## config.mk

```make
export PLATFORM = sky130hd
export DESIGN_NAME = chart_dac_channel_generator
export DESIGN_NICKNAME = d
export VERILOG_FILES = /design/src/hw/rtl/chdg_pkg.sv /design/src/hw/rtl/chdg_div.sv /design/src/hw/rtl/chart_dac_channel_generator.sv
export SDC_FILE = /design/constraint.sdc
export NUM_CORES = 1
export LEC_CHECK = 0
export ABC_AREA = 1
export BUFFER_PORTS_ARGS = -buffer_cell sky130_fd_sc_hd__buf_4
export CORE_ASPECT_RATIO = 0.5
export CORE_MARGIN = 2
export CORE_UTILIZATION = 45
export DETAILED_ROUTE_END_ITERATION = 7
export REMOVE_ABC_BUFFERS = 1
export SYNTH_ARGS = -nofsm -noshare
export SYNTH_HDL_FRONTEND = slang
export SYNTH_SLANG_ARGS = --single-unit
```

## constraint.sdc

```tcl
create_clock -name clk -period 5 [get_ports clk]
set_input_delay 1 -clock clk [delete_from_list [all_inputs] [get_ports clk]]
set_output_delay 1 -clock clk [all_outputs]
set_load 0.02 [all_outputs]
```

## src/hw/rtl/chdg_pkg.sv

```systemverilog
// Shared constants and codes for the chart DAC channel generator.
package chdg_pkg;

	localparam int DAC_BITS = 12;
	localparam int CODE_W   = 16;
	localparam int CFG_W    = 32;
	localparam int IDX_W    = 3;
	localparam int SMP_W    = 32;
	localparam int SPAN_W   = 32;
	localparam int MAG_W    = 34 + DAC_BITS;

	localparam logic [CODE_W-1:0] DAC_TOP_CODE  = CODE_W'((1 << DAC_BITS) - 1);
	localparam logic [CODE_W-1:0] DAC_HALF_CODE = CODE_W'(1 << (DAC_BITS - 1));

	localparam logic [2:0] MODE_DATA   = 3'd0;
	localparam logic [2:0] MODE_QUANTA = 3'd1;
	localparam logic [2:0] MODE_RAMP   = 3'd2;
	localparam logic [2:0] MODE_FULL   = 3'd3;

	localparam logic [2:0] STYPE_U8  = 3'd0;
	localparam logic [2:0] STYPE_U16 = 3'd1;
	localparam logic [2:0] STYPE_U32 = 3'd2;
	localparam logic [2:0] STYPE_S8  = 3'd3;
	localparam logic [2:0] STYPE_S16 = 3'd4;
	localparam logic [2:0] STYPE_S32 = 3'd5;

	localparam logic [IDX_W-1:0] REG_ENABLE = 3'd0;
	localparam logic [IDX_W-1:0] REG_MODE   = 3'd1;
	localparam logic [IDX_W-1:0] REG_CLAMP  = 3'd2;
	localparam logic [IDX_W-1:0] REG_MAX    = 3'd3;
	localparam logic [IDX_W-1:0] REG_MIN    = 3'd4;
	localparam logic [IDX_W-1:0] REG_STEP   = 3'd5;
	localparam logic [IDX_W-1:0] REG_RAW    = 3'd6;
	localparam logic [IDX_W-1:0] REG_STYPE  = 3'd7;

endpackage

```

## src/hw/rtl/chdg_div.sv

```systemverilog
// Bit-serial restoring divider, one quotient bit per cycle.
module chdg_div (
	input  logic                        clk,
	input  logic                        arst_n,
	input  logic                        start,
	input  logic [chdg_pkg::MAG_W-1:0]  dividend,
	input  logic [chdg_pkg::SPAN_W-1:0] divisor,
	output logic                        busy,
	output logic                        done,
	output logic [chdg_pkg::MAG_W-1:0]  quotient
);
	import chdg_pkg::*;

	localparam int CNT_W = $clog2(MAG_W + 1);
	localparam logic [CNT_W-1:0] CNT_LAST = CNT_W'(MAG_W - 1);

	logic              busy_q;
	logic              done_q;
	logic [CNT_W-1:0]  cnt_q;
	logic [MAG_W-1:0]  quo_q;
	logic [SPAN_W-1:0] rem_q;
	logic [SPAN_W-1:0] dvs_q;
	logic [SPAN_W:0]   partial;
	logic [SPAN_W:0]   trial;
	logic              ge;

	assign partial = {rem_q, quo_q[MAG_W-1]};
	assign ge      = partial >= {1'b0, dvs_q};
	assign trial   = partial - {1'b0, dvs_q};

	always_ff @(posedge clk or negedge arst_n) begin
		if (!arst_n) begin
			busy_q <= 1'b0;
			done_q <= 1'b0;
			cnt_q  <= '0;
		end else begin
			done_q <= 1'b0;
			if (start) begin
				busy_q <= 1'b1;
				cnt_q  <= '0;
			end else if (busy_q) begin
				cnt_q <= cnt_q + 1'b1;
				if (cnt_q == CNT_LAST) begin
					busy_q <= 1'b0;
					done_q <= 1'b1;
				end
			end
		end
	end

	always_ff @(posedge clk) begin
		if (start) begin
			quo_q <= dividend;
			rem_q <= '0;
			dvs_q <= divisor;
		end else if (busy_q) begin
			quo_q <= {quo_q[MAG_W-2:0], ge};
			rem_q <= ge ? trial[SPAN_W-1:0] : partial[SPAN_W-1:0];
		end
	end

	assign busy     = busy_q;
	assign done     = done_q;
	assign quotient = quo_q;

	a_start_busy: assert property (@(posedge clk) disable iff (!arst_n)
		start |=> busy_q)
		else $error("divider did not start");
	a_done_idle: assert property (@(posedge clk) disable iff (!arst_n)
		done_q |-> !busy_q)
		else $error("divider done while busy");
	a_rem_below: assert property (@(posedge clk) disable iff (!arst_n)
		busy_q && !start |=> rem_q < dvs_q)
		else $error("divider remainder out of range");

endmodule

```

## src/hw/rtl/chart_dac_channel_generator.sv

```systemverilog
// Top level of one chart-recorder DAC channel generator.
// In quanta, ramp, full-scale and zero modes and for an absent sample a request
// goes to the hold state, then the output register; a scaled sample first runs
// prepare, multiply, bit-serial divide (one quotient bit per cycle) and post.
// One request at a time; the next is taken once the current one is finished.
// arst_n clears control state and loads the register reset values.
module chart_dac_channel_generator (
	input  logic                        clk,
	input  logic                        arst_n,
	input  logic                        s_tvalid,
	output logic                        s_tready,
	input  logic [chdg_pkg::SMP_W-1:0]  s_tdata,   // sample_bits[31:0]
	input  logic [0:0]                  s_tuser,   // sample_present[0]
	output logic                        m_tvalid,
	input  logic                        m_tready,
	output logic [chdg_pkg::CODE_W-1:0] m_tdata,   // dac_code[15:0]
	input  logic                        cfg_we,
	input  logic [chdg_pkg::IDX_W-1:0]  cfg_index,
	input  logic [chdg_pkg::CFG_W-1:0]  cfg_wdata
);
	import chdg_pkg::*;

	localparam logic [2:0] ST_IDLE = 3'd0;
	localparam logic [2:0] ST_PREP = 3'd1;
	localparam logic [2:0] ST_MUL  = 3'd2;
	localparam logic [2:0] ST_DIV  = 3'd3;
	localparam logic [2:0] ST_POST = 3'd4;
	localparam logic [2:0] ST_HOLD = 3'd5;

	logic                enable_q;
	logic [2:0]          mode_q;
	logic                clamp_q;
	logic signed [31:0]  max_q;
	logic signed [31:0]  min_q;
	logic [15:0]         step_q;
	logic [15:0]         raw_q;
	logic [2:0]          stype_q;
	logic [DAC_BITS-1:0] ramp_q;

	logic [2:0]          state_q;
	logic [33:0]         diff_q;
	logic [32:0]         span_q;
	logic [32:0]         mag_q;
	logic [SPAN_W-1:0]   dvs_q;
	logic                neg_q;
	logic [CODE_W-1:0]   code_q;
	logic                out_valid_q;
	logic [CODE_W-1:0]   out_data_q;

	logic                accept;
	logic [32:0]         smp_ext;
	logic [DAC_BITS-1:0] ramp_next;
	logic [32:0]         span_abs;
	logic [MAG_W-1:0]    prod;
	logic                div_start;
	logic                div_busy;
	logic                div_done;
	logic [MAG_W-1:0]    quo;
	logic [MAG_W-1:0]    quo_neg;
	logic [CODE_W-1:0]   post_code;
	logic                out_free;

	assign s_tready  = (state_q == ST_IDLE);
	assign accept    = s_tvalid && s_tready;
	assign out_free  = !out_valid_q || m_tready;
	assign ramp_next = ramp_q + step_q[DAC_BITS-1:0];

	always_comb begin
		unique case (stype_q)
			STYPE_U8:  smp_ext = {25'd0, s_tdata[7:0]};
			STYPE_U16: smp_ext = {17'd0, s_tdata[15:0]};
			STYPE_U32: smp_ext = {1'b0, s_tdata};
			STYPE_S8:  smp_ext = {{25{s_tdata[7]}}, s_tdata[7:0]};
			STYPE_S16: smp_ext = {{17{s_tdata[15]}}, s_tdata[15:0]};
			default:   smp_ext = {s_tdata[31], s_tdata};
		endcase
	end

	assign span_abs  = span_q[32] ? (33'd0 - span_q) : span_q;
	assign prod      = {{(MAG_W-33-DAC_BITS){1'b0}}, mag_q, {DAC_BITS{1'b0}}}
	                 - {{(MAG_W-33){1'b0}}, mag_q};
	assign div_start = (state_q == ST_MUL);
	assign quo_neg   = '0 - quo;

	always_comb begin
		if (clamp_q) begin
			priority if (neg_q)
				post_code = '0;
			else if (quo > MAG_W'(DAC_TOP_CODE))
				post_code = DAC_TOP_CODE;
			else
				post_code = quo[CODE_W-1:0];
		end else begin
			post_code = {{(CODE_W-DAC_BITS){1'b0}},
			             neg_q ? quo_neg[DAC_BITS-1:0] : quo[DAC_BITS-1:0]};
		end
	end

	chdg_div u_div (
		.clk      (clk),
		.arst_n   (arst_n),
		.start    (div_start),
		.dividend (prod),
		.divisor  (dvs_q),
		.busy     (div_busy),
		.done     (div_done),
		.quotient (quo)
	);

	always_ff @(posedge clk or negedge arst_n) begin
		if (!arst_n) begin
			enable_q <= 1'b0;
			mode_q   <= MODE_DATA;
			clamp_q  <= 1'b1;
			max_q    <= 32'sd1;
			min_q    <= 32'sd1;
			step_q   <= '0;
			raw_q    <= '0;
			stype_q  <= STYPE_S32;
			ramp_q   <= '0;
		end else begin
			if (cfg_we) begin
				unique case (cfg_index)
					REG_ENABLE: enable_q <= cfg_wdata[0];
					REG_MODE: begin
						mode_q <= cfg_wdata[2:0];
						ramp_q <= '0;
					end
					REG_CLAMP: clamp_q <= cfg_wdata[0];
					REG_MAX:   max_q   <= cfg_wdata;
					REG_MIN:   min_q   <= cfg_wdata;
					REG_STEP:  step_q  <= cfg_wdata[15:0];
					REG_RAW:   raw_q   <= cfg_wdata[15:0];
					REG_STYPE: stype_q <= cfg_wdata[2:0];
					default: ;
				endcase
			end else if (accept && enable_q && mode_q == MODE_RAMP) begin
				ramp_q <= ramp_next;
			end
		end
	end

	always_ff @(posedge clk or negedge arst_n) begin
		if (!arst_n) begin
			state_q     <= ST_IDLE;
			out_valid_q <= 1'b0;
		end else begin
			if (state_q == ST_HOLD && out_free)
				out_valid_q <= 1'b1;
			else if (m_tready)
				out_valid_q <= 1'b0;
			unique case (state_q)
				ST_IDLE: begin
					if (accept && enable_q) begin
						if (mode_q == MODE_DATA && s_tuser[0])
							state_q <= ST_PREP;
						else
							state_q <= ST_HOLD;
					end
				end
				ST_PREP: state_q <= ST_MUL;
				ST_MUL:  state_q <= ST_DIV;
				ST_DIV: begin
					if (div_done)
						state_q <= ST_POST;
				end
				ST_POST: state_q <= ST_HOLD;
				ST_HOLD: begin
					if (out_free)
						state_q <= ST_IDLE;
				end
				default: state_q <= ST_IDLE;
			endcase
		end
	end

	always_ff @(posedge clk) begin
		if (accept) begin
			diff_q <= {smp_ext[32], smp_ext} - {{2{min_q[31]}}, min_q};
			span_q <= {max_q[31], max_q} - {min_q[31], min_q};
			priority case (mode_q)
				MODE_DATA:   code_q <= DAC_HALF_CODE;
				MODE_QUANTA: code_q <= raw_q;
				MODE_RAMP:   code_q <= {{(CODE_W-DAC_BITS){1'b0}}, ramp_next};
				MODE_FULL:   code_q <= DAC_TOP_CODE;
				default:     code_q <= '0;
			endcase
		end
		if (state_q == ST_PREP) begin
			neg_q <= diff_q[33];
			mag_q <= diff_q[33] ? 33'(34'd0 - diff_q) : diff_q[32:0];
			dvs_q <= (span_abs == 33'd0) ? SPAN_W'(1) : span_abs[SPAN_W-1:0];
		end
		if (state_q == ST_POST)
			code_q <= post_code;
		if (state_q == ST_HOLD && out_free)
			out_data_q <= code_q;
	end

	assign m_tvalid = out_valid_q;
	assign m_tdata  = out_data_q;

	a_disabled_quiet: assert property (@(posedge clk) disable iff (!arst_n)
		accept && !enable_q |=> state_q == ST_IDLE)
		else $error("disabled channel started work");
	a_done_in_div: assert property (@(posedge clk) disable iff (!arst_n)
		div_done |-> state_q == ST_DIV)
		else $error("divider finished outside divide state");
	a_div_busy: assert property (@(posedge clk) disable iff (!arst_n)
		state_q == ST_DIV && !div_done |-> div_busy)
		else $error("divide state without running divider");
	a_clamp_range: assert property (@(posedge clk) disable iff (!arst_n)
		state_q == ST_POST && clamp_q |=> code_q <= DAC_TOP_CODE)
		else $error("clamped code out of range");

endmodule
```

==> results of run 1 <==
-- metal layers --
layer | track usage | vias up | share of wire
li1 | - | 11336 | -
met5 | 0 | - | 0
met3 | 0.0321 | 74 | 0.062
met1 | 0.439 | 10731 | 0.53
met4 | 0.0482 | 0 | 0.016
met2 | 0.371 | 689 | 0.40
-- logic make-up after synthesis --
kind of cell	Yosys count	share of synthesized area
and+or+nand+nor	1552	0.251
buffers and inverters	538	0.0800
xor gates and xnor gates	136	0.0459
adders and majority gates	140	0.0686
DFF	399	0.425
AOI/OAI and AO/OA	612	0.129
-- worst max-delay path by stage --
stage,start,depth (start not counted),end,slack (ps)
floorplan,state_q[2]$_DFFE_PN0P_,3,u_div.quotient[0]$_DFFE_PP_,-700
detailed placement,s_tdata[7],13,diff_q[25]$_DFFE_PP_,1050
global route,stype_q[2]$_DFFE_PN1P_,13,diff_q[25]$_DFFE_PP_,1140
CTS,stype_q[2]$_DFFE_PN1P_,13,diff_q[25]$_DFFE_PP_,1470
global placement,s_tdata[7],13,diff_q[33]$_DFFE_PP_,1120
finish,stype_q[2]$_DFFE_PN1P_,13,diff_q[25]$_DFFE_PP_,1370
-- synthesized netlist by cell type, types with 15 or more instances --
cell type and n:
a21o_1 19, a21oi_1 166, a31oi_1 21, clkbuf_1 40, dfrtp_1 119, dfxtp_1 32
edfxtp_1 243, ha_1 136, inv_1 468, nand2_1 848, nand3_1 196, nand3b_1 15
nand4_1 49, nor2_1 335, nor3_1 45, nor4_1 15, o21ai_0 288, o21ai_1 44
o21bai_1 19, xnor2_1 47, xor2_1 89
-- cell type report --
type,instances,area [um2],area share
inverter,478,1800,0.0621
multi-input combinational,2440,12900,0.445
sequential,399,11000,0.382
clock inverter,29,467,0.0161
antenna,1,2.50,0.0000865
tap,768,961,0.0332
clock buffer,45,1020,0.0352
timing repair buffer,103,777,0.0268
-- state kept, by name, summed over array words and instances, names as in the netlist, 3 cells and up --
| name | flops |
|---|---|
| step_q | 12 |
| u_div.dvs_q | 32 |
| stype_q | 3 |
| mode_q | 3 |
| m_tdata | 16 |
| max_q | 32 |
| diff_q | 34 |
| min_q | 32 |
| dvs_q | 32 |
| state_q | 3 |
| span_q | 33 |
| code_q | 16 |
| u_div.rem_q | 32 |
| ramp_q | 12 |
| u_div.quotient | 46 |
| mag_q | 33 |
| u_div.cnt_q | 6 |
| raw_q | 16 |
-- worst max-delay path, stage by stage, from the launching register on --
cell     delay [ps]
dfstp_2         600
nor2_1           90
nand2_1         160
nand2_1          80
inv_1           410
o21ai_0         210
ha_1            390
nand2_1         130
nor2_1          210
nand2_1          90
nor4_1          430
a21oi_1         230
o21ai_0         230
xor2_1           90
-- per-stage QoR --
stage	hold slack (ps)	setup TNS [ps]	worst slack [ps]	power, mW
floorplan	400	-49670	-702	11.9
global placement	402	0	1120	14.5
detailed placement	405	0	1050	14.6
CTS	417	0	1470	18.1
global route	419	0	1140	19.6
finish	416	0	1370	18.1
-- power by group --
group          internal [mW]  leakage [nW]  total, mW  switching (mW)
sequential              5.05          4.16       5.96           0.913
combinational           2.95          8.34       8.72            5.77
clock                   2.03         0.718       3.45            1.43
total                   10.0          13.2       18.1            8.11
==> out/summary.txt, run 1 <==
Drc violations -> 0
Largest net degree at the start of global routing -> 86
Synth-to-Final Area Change -> 11.5%
Fraction of registers with async set/reset -> 0.311
Vias in the first global route -> 21050
I/O pins -> 91
Crit path kind -> reg2reg
Yosys warnings -> 0
Skew final -> 22.4 ps
Placed Cells incl. Taps -> 4188
Share of the synthesized area in the top cell type -> 0.281
Actual slew at the worst max-slew pin -> 1080 ps
Post-Layout Cell Count -> 4263
Reg2reg setup slack -> 1370 ps
Worst path arrival time -> 3950 ps
HP Class -> reg2reg
Fin. Hold Viols -> 0
Root buf cell -> clkbuf_16
Worst R2R Path Depth -> 13
Clk sinks -> 399
Max cap viols -> 0
Synth Cell Area -> 26000 um2
Detailed Routing Iterations Pass 1 -> 7
PD cells -> 627 nW/um2
Worst Hold Path EP -> m_tdata[15]$_DFFE_PP_
Wirelength per Cell -> 18.7 um
Avg Cell Area, Syn -> 7.69 um2
R2r startpoint -> stype_q[2]$_DFFE_PN1P_
Peak supply drop -> 0.296 mV
Max Freq -> 276 MHz
Yosys cell types -> 53
#FFs+latches synth -> 399
Row count -> 62
FF-to-FF End -> diff_q[25]$_DFFE_PP_
H-Tree Depth -> 2
Unrepaired setup endpoints after global routing -> false
Layout cell share with drive strength beyond 1 -> 0.0673
Most common cell after layout, fill and taps aside -> nand2_1
Clk pin slew, worst setup/hold paths -> 70 ps
Static Leak -> 13.2 nW
EDFF count, synth -> 243
Worst EP required -> 5330 ps
WL final -> 79600 um
Insertion delay to the later sink of the worst-skew pair -> 600 ps
Syn Inst Count -> 3377
Core area -> 57200 um2
Critical-path maximum fanout -> 18
Fin nets -> 3675
1st-iter DRT viols -> 2083
Hold Path Depth -> 0
CTS Buf Count -> 40
Maximum root-to-sink buffer count -> 3
Vias after detailed routing -> 22830
Die footprint -> 59700 um2
# resized after CTS -> 0
Initial antenna violation count -> 1
Post-Place Cell Area -> 27500 um2
Die Width -> 344 um
Gpl congestion -> 0.979
Top cells by area, synth -> edfxtp_1 28%, nand2_1 12%, dfrtp_1 11%
Grt ovf -> 0
Final Util -> 0.506
Slew headroom -> 0.280
Hold_buf cts -> 0
Final slew viol count -> 0
CTS tree -> yes
Total Routing Usage GR -> 0.267
Vias per cell -> 5.36
Die height -> 174 um
Initial Util -> 0.454
Crit. End Element -> flip-flop
Hold path startpoint -> code_q[15]$_DFFE_PP_
Tmin final -> 3630 ps
Commonest non-fill, non-tap cells in the layout -> 847 x nand2_1, 467 x inv_1, 332 x nor2_1, 288 x o21ai_0, 243 x edfxtp_1
Final Setup Violations -> 0
Run status -> finished clean
Top_reg_cell synth -> edfxtp_1
Number of nets still failing antenna checks after routing -> 0
Final Cell Area -> 28900 um2
First-pass GRT wire length -> 124000 um
Sequential area share after synthesis -> 0.425
Postcts setup bufs -> 0
HPWL after DPL -> 63800 um
Layout fillers -> 5630
Final cycle utilization of the critical path -> 0.726
Post-synth top area cell -> edfxtp_1
Port Buf Inserts -> 90
Setup crit start kind -> flip-flop
No activity file was read; power rests on OpenSTA's default activity.
==> run 2, diff against run 1 <==
--- a/config.mk
+++ b/config.mk
@@ -5,7 +5,7 @@
 export SDC_FILE = /design/constraint.sdc
 export NUM_CORES = 1
 export LEC_CHECK = 0
-export ABC_AREA = 1
+export ABC_AREA = 0
 export BUFFER_PORTS_ARGS = -buffer_cell sky130_fd_sc_hd__buf_4
 export CORE_ASPECT_RATIO = 0.5
 export CORE_MARGIN = 2
==> constraint.sdc (replaced) <==
create_clock -name clk -period 3.5 [get_ports clk]
set_input_delay 0.7 -clock clk [delete_from_list [all_inputs] [get_ports clk]]
set_output_delay 0.7 -clock clk [all_outputs]
set_load 0.02 [all_outputs]
==> out/summary.txt, run 2 <==
Largest stage delay on the critical path -> 450 ps
FF-to-FF End -> mag_q[32]$_DFFE_PP_
Max cap viols -> 0
Peak supply drop -> 0.491 mV
GR Util met1 -> 0.351
Layout fillers -> 4741
Core area -> 52100 um2
Die height -> 167 um
GR peak layer -> met1
Top_reg_cell synth -> edfxtp_1
Post-Layout Cell Count -> 3286
Die footprint -> 54800 um2
Largest register FFs -> 46
Clk network pwr share -> 0.190
Setup crit start kind -> flip-flop
Bufs and invs on worst path -> 0
CP delay by family, top -> simple AND/OR/NAND/NOR gates
EDFF count, synth -> 243
Top cells by area, synth -> edfxtp_1 31%, dfrtp_1 13%, ha_1 7.2%
Final slew viol count -> 0
Most common cell after layout, fill and taps aside -> nand2_1
Largest net degree at the start of global routing -> 117
Vias after detailed routing -> 18264
Detailed Routing Iterations Pass 1 -> 6
Synth-to-Final Area Change -> 15.6%
H-Tree Depth -> 2
Run status -> finished clean
Yosys cell types -> 79
Overall Power -> 24.3 mW
Setup ws final -> 69.4 ps
Crit path launch -> diff_q[3]$_DFFE_PP_
Grt ovf -> 0
Avg Cell Area, Syn -> 9.93 um2
Final cycle utilization of the critical path -> 0.980
Die Width -> 329 um
Combinational fraction of design power -> 0.480
Port Buf Inserts -> 90
Pre-CTS setup slack -> -360 ps
Register area -> 11000 um2
CTS Buf Count -> 40
Root buf cell -> clkbuf_16
Reg2reg setup slack -> 70 ps
Sequential share of power -> 0.331
Placed Cells incl. Taps -> 3205
Actual slew at the worst max-slew pin -> 1050 ps
I/O pins -> 91
Sw Ratio -> 0.398
Initial antenna violation count -> 1
HPWL after DPL -> 45700 um
Post-synth top area cell -> edfxtp_1
Worst R2R Path Depth -> 8
Sequential area share after synthesis -> 0.464
Crit path kind -> reg2reg
Share of the synthesized area in the top cell type -> 0.307
Initial Util -> 0.456
Final Setup Violations -> 0
Synth Cell Area -> 23800 um2
GRT met3 Usage -> 0.0400
First-pass GRT wire length -> 95400 um
Clk sinks -> 399
Fin nets -> 2766
Layout cell share with drive strength beyond 1 -> 0.156
Total Routing Usage GR -> 0.219
Worst EP required -> 3820 ps
Number of stages on the worst setup path -> 8
PD cells -> 882 nW/um2
Insertion delay to the later sink of the worst-skew pair -> 590 ps
Fraction of registers with async set/reset -> 0.311
Top-count cell post-synth -> nand2_1
Fin. Hold Viols -> 0
NetSw -> 9.66 mW
Vias in the first global route -> 17192
Max Freq -> 291 MHz
Slew headroom -> 0.299
WL final -> 60200 um
Vias per cell -> 5.56
Gpl congestion -> 0.891
CTS tree -> yes
Number of nets still failing antenna checks after routing -> 0
R2r startpoint -> diff_q[3]$_DFFE_PP_
Wirelength per Cell -> 18.3 um
Multi-input combinational cell area -> 11900 um2
1st-iter DRT viols -> 1468
Synth top cells by count -> 249 x nand2_1, 243 x edfxtp_1, 212 x o21ai_0, 170 x a21oi_1, 163 x inv_1
Worst path arrival time -> 3750 ps
Clk pin slew, worst setup/hold paths -> 60 ps
Internal -> 14.6 mW
Drc violations -> 0
HP Class -> in2async
Maximum root-to-sink buffer count -> 3
Critical path cell sequence -> or3_1 > or3b_1 > or3_4 > or3_1 > or3_4 > or4_4 > o41ai_4 > xnor2_1
Tmin final -> 3430 ps
Skew final -> 29.9 ps
Static Leak -> 11.7 nW
Crit. End Element -> flip-flop
#FFs+latches synth -> 399
Syn Inst Count -> 2396
Slowest-stage cell, CP -> or4_4
Critical-path maximum fanout -> 5
Row count -> 59
M2 GR Usage -> 0.305
Commonest non-fill, non-tap cells in the layout -> 249 x nand2_1, 243 x edfxtp_1, 210 x o21ai_0, 201 x buf_4, 166 x a21oi_1
Yosys warnings -> 0
## run 2: cell types whose count changed after synthesis, sizes merged, moves of 24 or more
cell,before,now
o21ai,336,213
a21o,19,64
inv,475,163
mux2i,0,32
mux2,0,72
nand2,858,249
nand4,49,19
or3,1,25
xnor2,47,134
xor2,89,64
nor2,346,113
clkbuf,40,86
nand3,196,59
## run 2: worst max path at each step
| stage | slack (ps) | to |
|---|---|---|
| 5_1_grt | -5 | mag_q[32]$_DFFE_PP_ |
| 3_5_place_dp | -360 | diff_q[30]$_DFFE_PP_ |
| 6_report | 70 | mag_q[32]$_DFFE_PP_ |
| 4_1_cts | 40 | diff_q[30]$_DFFE_PP_ |
| 2_1_floorplan | -2090 | dvs_q[0]$_SDFFCE_PN1P_ |
| 3_3_place_gp | -280 | diff_q[30]$_DFFE_PP_ |
## run 2: cell families (layout without fill, tap and decap cells)
family                   Yosys count  after routing  share of synthesized area
AND/OR/NAND/NOR                  650            650                      0.132
other                              0              1                          0
multiplexers                     104            104                     0.0476
flip-flops                       399            399                      0.464
AO/OA/AOI/OAI                    646            646                      0.167
XOR/XNOR                         198            198                     0.0729
buffers and inverters            259            447                     0.0414
adder cells (fa/ha/maj)          140            140                     0.0749
## run 2: timing repair
action | 4_1_cts | 5_1_grt
setup endpoints to repair | 2 | 20
cloned | 0 | 0
hold buffers | 0 | 0
resized for setup | 3 | 24
setup buffers | 0 | 7
pin swaps | 0 | 10
## run 2: worst register-to-register path, cell delays in order (launching register included)
cell	delay, ps
edfxtp_1	410
or3_1	400
or3b_1	430
or3_4	380
or3_1	340
or3_4	360
or4_4	450
o41ai_4	300
xnor2_1	100
## run 2: cell type report
type,instances,area share
diodes,1,0.0000910
flip-flops and latches,399,0.402
inverters,164,0.0224
clock inverters,21,0.00915
repair buffers,210,0.0607
clock buffers,52,0.0412
multi-input cells,1738,0.433
well taps,701,0.0319
## run 2: metal layers
metal	wire, um	vias to the layer above
met5	0	-
met4	911	0
met3	3750	77
met2	24400	458
met1	31200	8723
li1	-	9006
## run 2: stage by stage
step / cell area (um2) / utilization / setup TNS, ps / hold slack (ps)
detailed placement: 25900 / 0.498 / -1540 / 405
global placement: 25900 / 0.498 / -829 / 401
floorplan: 23400 / - / -249350 / 400
CTS: 27300 / 0.524 / 0 / 92.5
finish: 27500 / 0.528 / 0 / 95.7
global route: 27500 / 0.528 / -5.19 / 124
## run 2: power groups by stage
stage | Sequential, mW | Combinational (mW) | Clock [mW]
after CTS | 8.03 | 11.4 | 4.71
after global routing | 8.21 | 12.9 | 4.90
after detailed placement | 8.11 | 11.4 | 0
after floorplan | 7.84 | 7.97 | 0
final | 8.03 | 11.6 | 4.60
after global placement | 8.08 | 11.3 | 0
==> run 3, diff against run 2 <==
--- a/config.mk
+++ b/config.mk
@@ -11,7 +11,9 @@
 export CORE_MARGIN = 2
 export CORE_UTILIZATION = 45
 export DETAILED_ROUTE_END_ITERATION = 7
+export GPL_TIMING_DRIVEN = 0
 export REMOVE_ABC_BUFFERS = 1
+export SKIP_CTS_REPAIR_TIMING = 1
 export SYNTH_ARGS = -nofsm -noshare
 export SYNTH_HDL_FRONTEND = slang
 export SYNTH_SLANG_ARGS = --single-unit
==> constraint.sdc (replaced) <==
create_clock -name clk -period 2.8 [get_ports clk]
set_input_delay 0.56 -clock clk [delete_from_list [all_inputs] [get_ports clk]]
set_output_delay 0.56 -clock clk [all_outputs]
set_load 0.02 [all_outputs]
==> out/summary.txt, run 3 (synthesized netlist as in run 2, its figures left out) <==
Run status -> finished with violations
Failing checks -> setup timing
Clk pin slew, worst setup/hold paths -> 70 ps
Actual slew at the worst max-slew pin -> 1280 ps
Static Leak -> 12.1 nW
CTS Buf Count -> 40
Unrepaired setup endpoints after global routing -> true
Max cap viols -> 0
Placed Cells incl. Taps -> 3107
M1 wire length -> 31000 um
Internal -> 19.6 mW
First-pass GRT wire length -> 93100 um
Peak supply drop -> 0.487 mV
HPWL after DPL -> 44200 um
Row count -> 59
Layout cell share with drive strength beyond 1 -> 0.254
Fin. Hold Viols -> 0
Critical-path maximum fanout -> 5
Met2 wire len -> 26700 um
WL final -> 62300 um
Slowest-stage cell, CP -> or4_4
Drc violations -> 0
Crit. End Element -> flip-flop
Skew final -> 36.1 ps
1st-iter DRT viols -> 1607
HP Class -> in2reg
Gpl congestion -> 0.888
I/O pins -> 91
Slew headroom -> 0.142
Worst EP required -> 3090 ps
Root buf cell -> clkbuf_16
Die Width -> 329 um
Most common cell after layout, fill and taps aside -> nand2_1
Synth-to-Final Area Change -> 23.9%
Fin nets -> 2793
Commonest non-fill, non-tap cells in the layout -> 245 x nand2_1, 243 x edfxtp_1, 199 x buf_4, 163 x o21ai_0, 141 x inv_1
Largest register FFs -> 46
Number of nets still failing antenna checks after routing -> 0
Layout fillers -> 4500
Highest Signal Layer -> met4
Detailed Routing Iterations Pass 1 -> 5
Met3 WL -> 3700 um
Initial Util -> 0.456
Insertion delay to the later sink of the worst-skew pair -> 570 ps
Tmin final -> 3530 ps
Setup ws final -> -732 ps
Setup crit start kind -> flip-flop
CTS tree -> yes
Die footprint -> 54800 um2
Final Setup Violations -> 54
Wirelength per Cell -> 18.8 um
Clk network pwr share -> 0.165
Sw Ratio -> 0.406
Largest stage delay on the critical path -> 580 ps
Vias per cell -> 5.64
Fin Hold WS -> 211 ps
Vias in the first global route -> 16823
Combinational fraction of design power -> 0.524
Final slew viol count -> 0
Grt ovf -> 0
Die height -> 167 um
Initial antenna violation count -> 1
Vias after detailed routing -> 18696
PD cells -> 1120 nW/um2
NetSw -> 13.4 mW
Maximum root-to-sink buffer count -> 3
Critical path cell sequence -> or4_4 > or3_4 > nor4_4 > a21oi_2 > xor2_1 > or4_1 > nor4_2 > and4_4 > nor2_1
Post-Layout Cell Count -> 3312
Port Buf Inserts -> 90
Crit path kind -> reg2reg
Largest net degree at the start of global routing -> 100
Core area -> 52100 um2
Total Routing Usage GR -> 0.212
Final cycle utilization of the critical path -> 1.26
Sequential share of power -> 0.310
Clk sinks -> 399
Pre-CTS setup slack -> -1690 ps
Max Freq -> 283 MHz
Worst path arrival time -> 3830 ps
H-Tree Depth -> 2
## run 3: cell count changes in the layout (fill, tap and decap cells not counted), sizes merged
cell and delta:
clkinvlp +4, bufinv -1, buf +23, clkinv +4
dlygate4sd3 +1, clkbuf -4, inv -2, nand3 +1
## run 3: layout make-up
class,count,area (um2),area share
antenna,1,2.50,0.0000849
clock buffer,46,1060,0.0361
clock inverter,26,248,0.00841
inverter,164,618,0.0210
multi-input combinational,1739,13500,0.459
sequential,399,11100,0.375
tap,701,877,0.0298
timing repair buffer,236,2070,0.0702
## run 3: final timing paths
path,start,to,slack (ps),cells past startpoint
min in group asynchronous,arst_n,ramp_q[7]$_DFFE_PN0P_,520,2
worst min-delay path,cfg_wdata[31],min_q[31]$_DFFE_PN0P_,210,3
worst min register to register,code_q[9]$_DFFE_PP_,m_tdata[9]$_DFFE_PP_,410,0
max in group asynchronous,arst_n,u_div.busy$_DFF_PN0_,1470,3
worst max register to register,span_q[7]$_DFFE_PP_,dvs_q[1]$_SDFFCE_PN0P_,-730,9
worst max-delay path,span_q[7]$_DFFE_PP_,dvs_q[1]$_SDFFCE_PN0P_,-730,9
## run 3: routing by layer
layer,up-vias,global-route usage
li1,9047,-
met1,9115,0.336
met2,466,0.299
met3,68,0.0413
met4,0,0.0379
met5,-,0
## run 3: stage by stage
| stage | power, mW | utilization | TNS [ps] | cell area, um2 |
|---|---|---|---|---|
| floorplan | 19.8 | - | -416370 | 23400 |
| global placement | 22.0 | 0.479 | -941970 | 25000 |
| detailed placement | 23.6 | 0.485 | -69200 | 25300 |
| CTS | 29.1 | 0.510 | -71140 | 26600 |
| global route | 35.2 | 0.565 | -22460 | 29500 |
| finish | 33.0 | 0.565 | -13440 | 29500 |
## run 3: power by group through the flow
stage / Combinational (mW) / Clock, mW / Sequential (mW)
after CTS: 13.5 / 5.57 / 10.1
final: 17.3 / 5.45 / 10.2
after floorplan: 9.97 / 0 / 9.80
after global placement: 12.0 / 0 / 10.0
after detailed placement: 13.4 / 0 / 10.2
after global routing: 18.9 / 5.83 / 10.4
## run 3: worst max-delay path: cells and delay by family (launching register included)
| family | cells | cell delay [ps] |
|---|---|---|
| AND/OR/NAND/NOR | 7 | 2520 |
| flip-flops | 1 | 480 |
| XOR/XNOR | 1 | 170 |
| AO/OA/AOI/OAI | 1 | 90 |
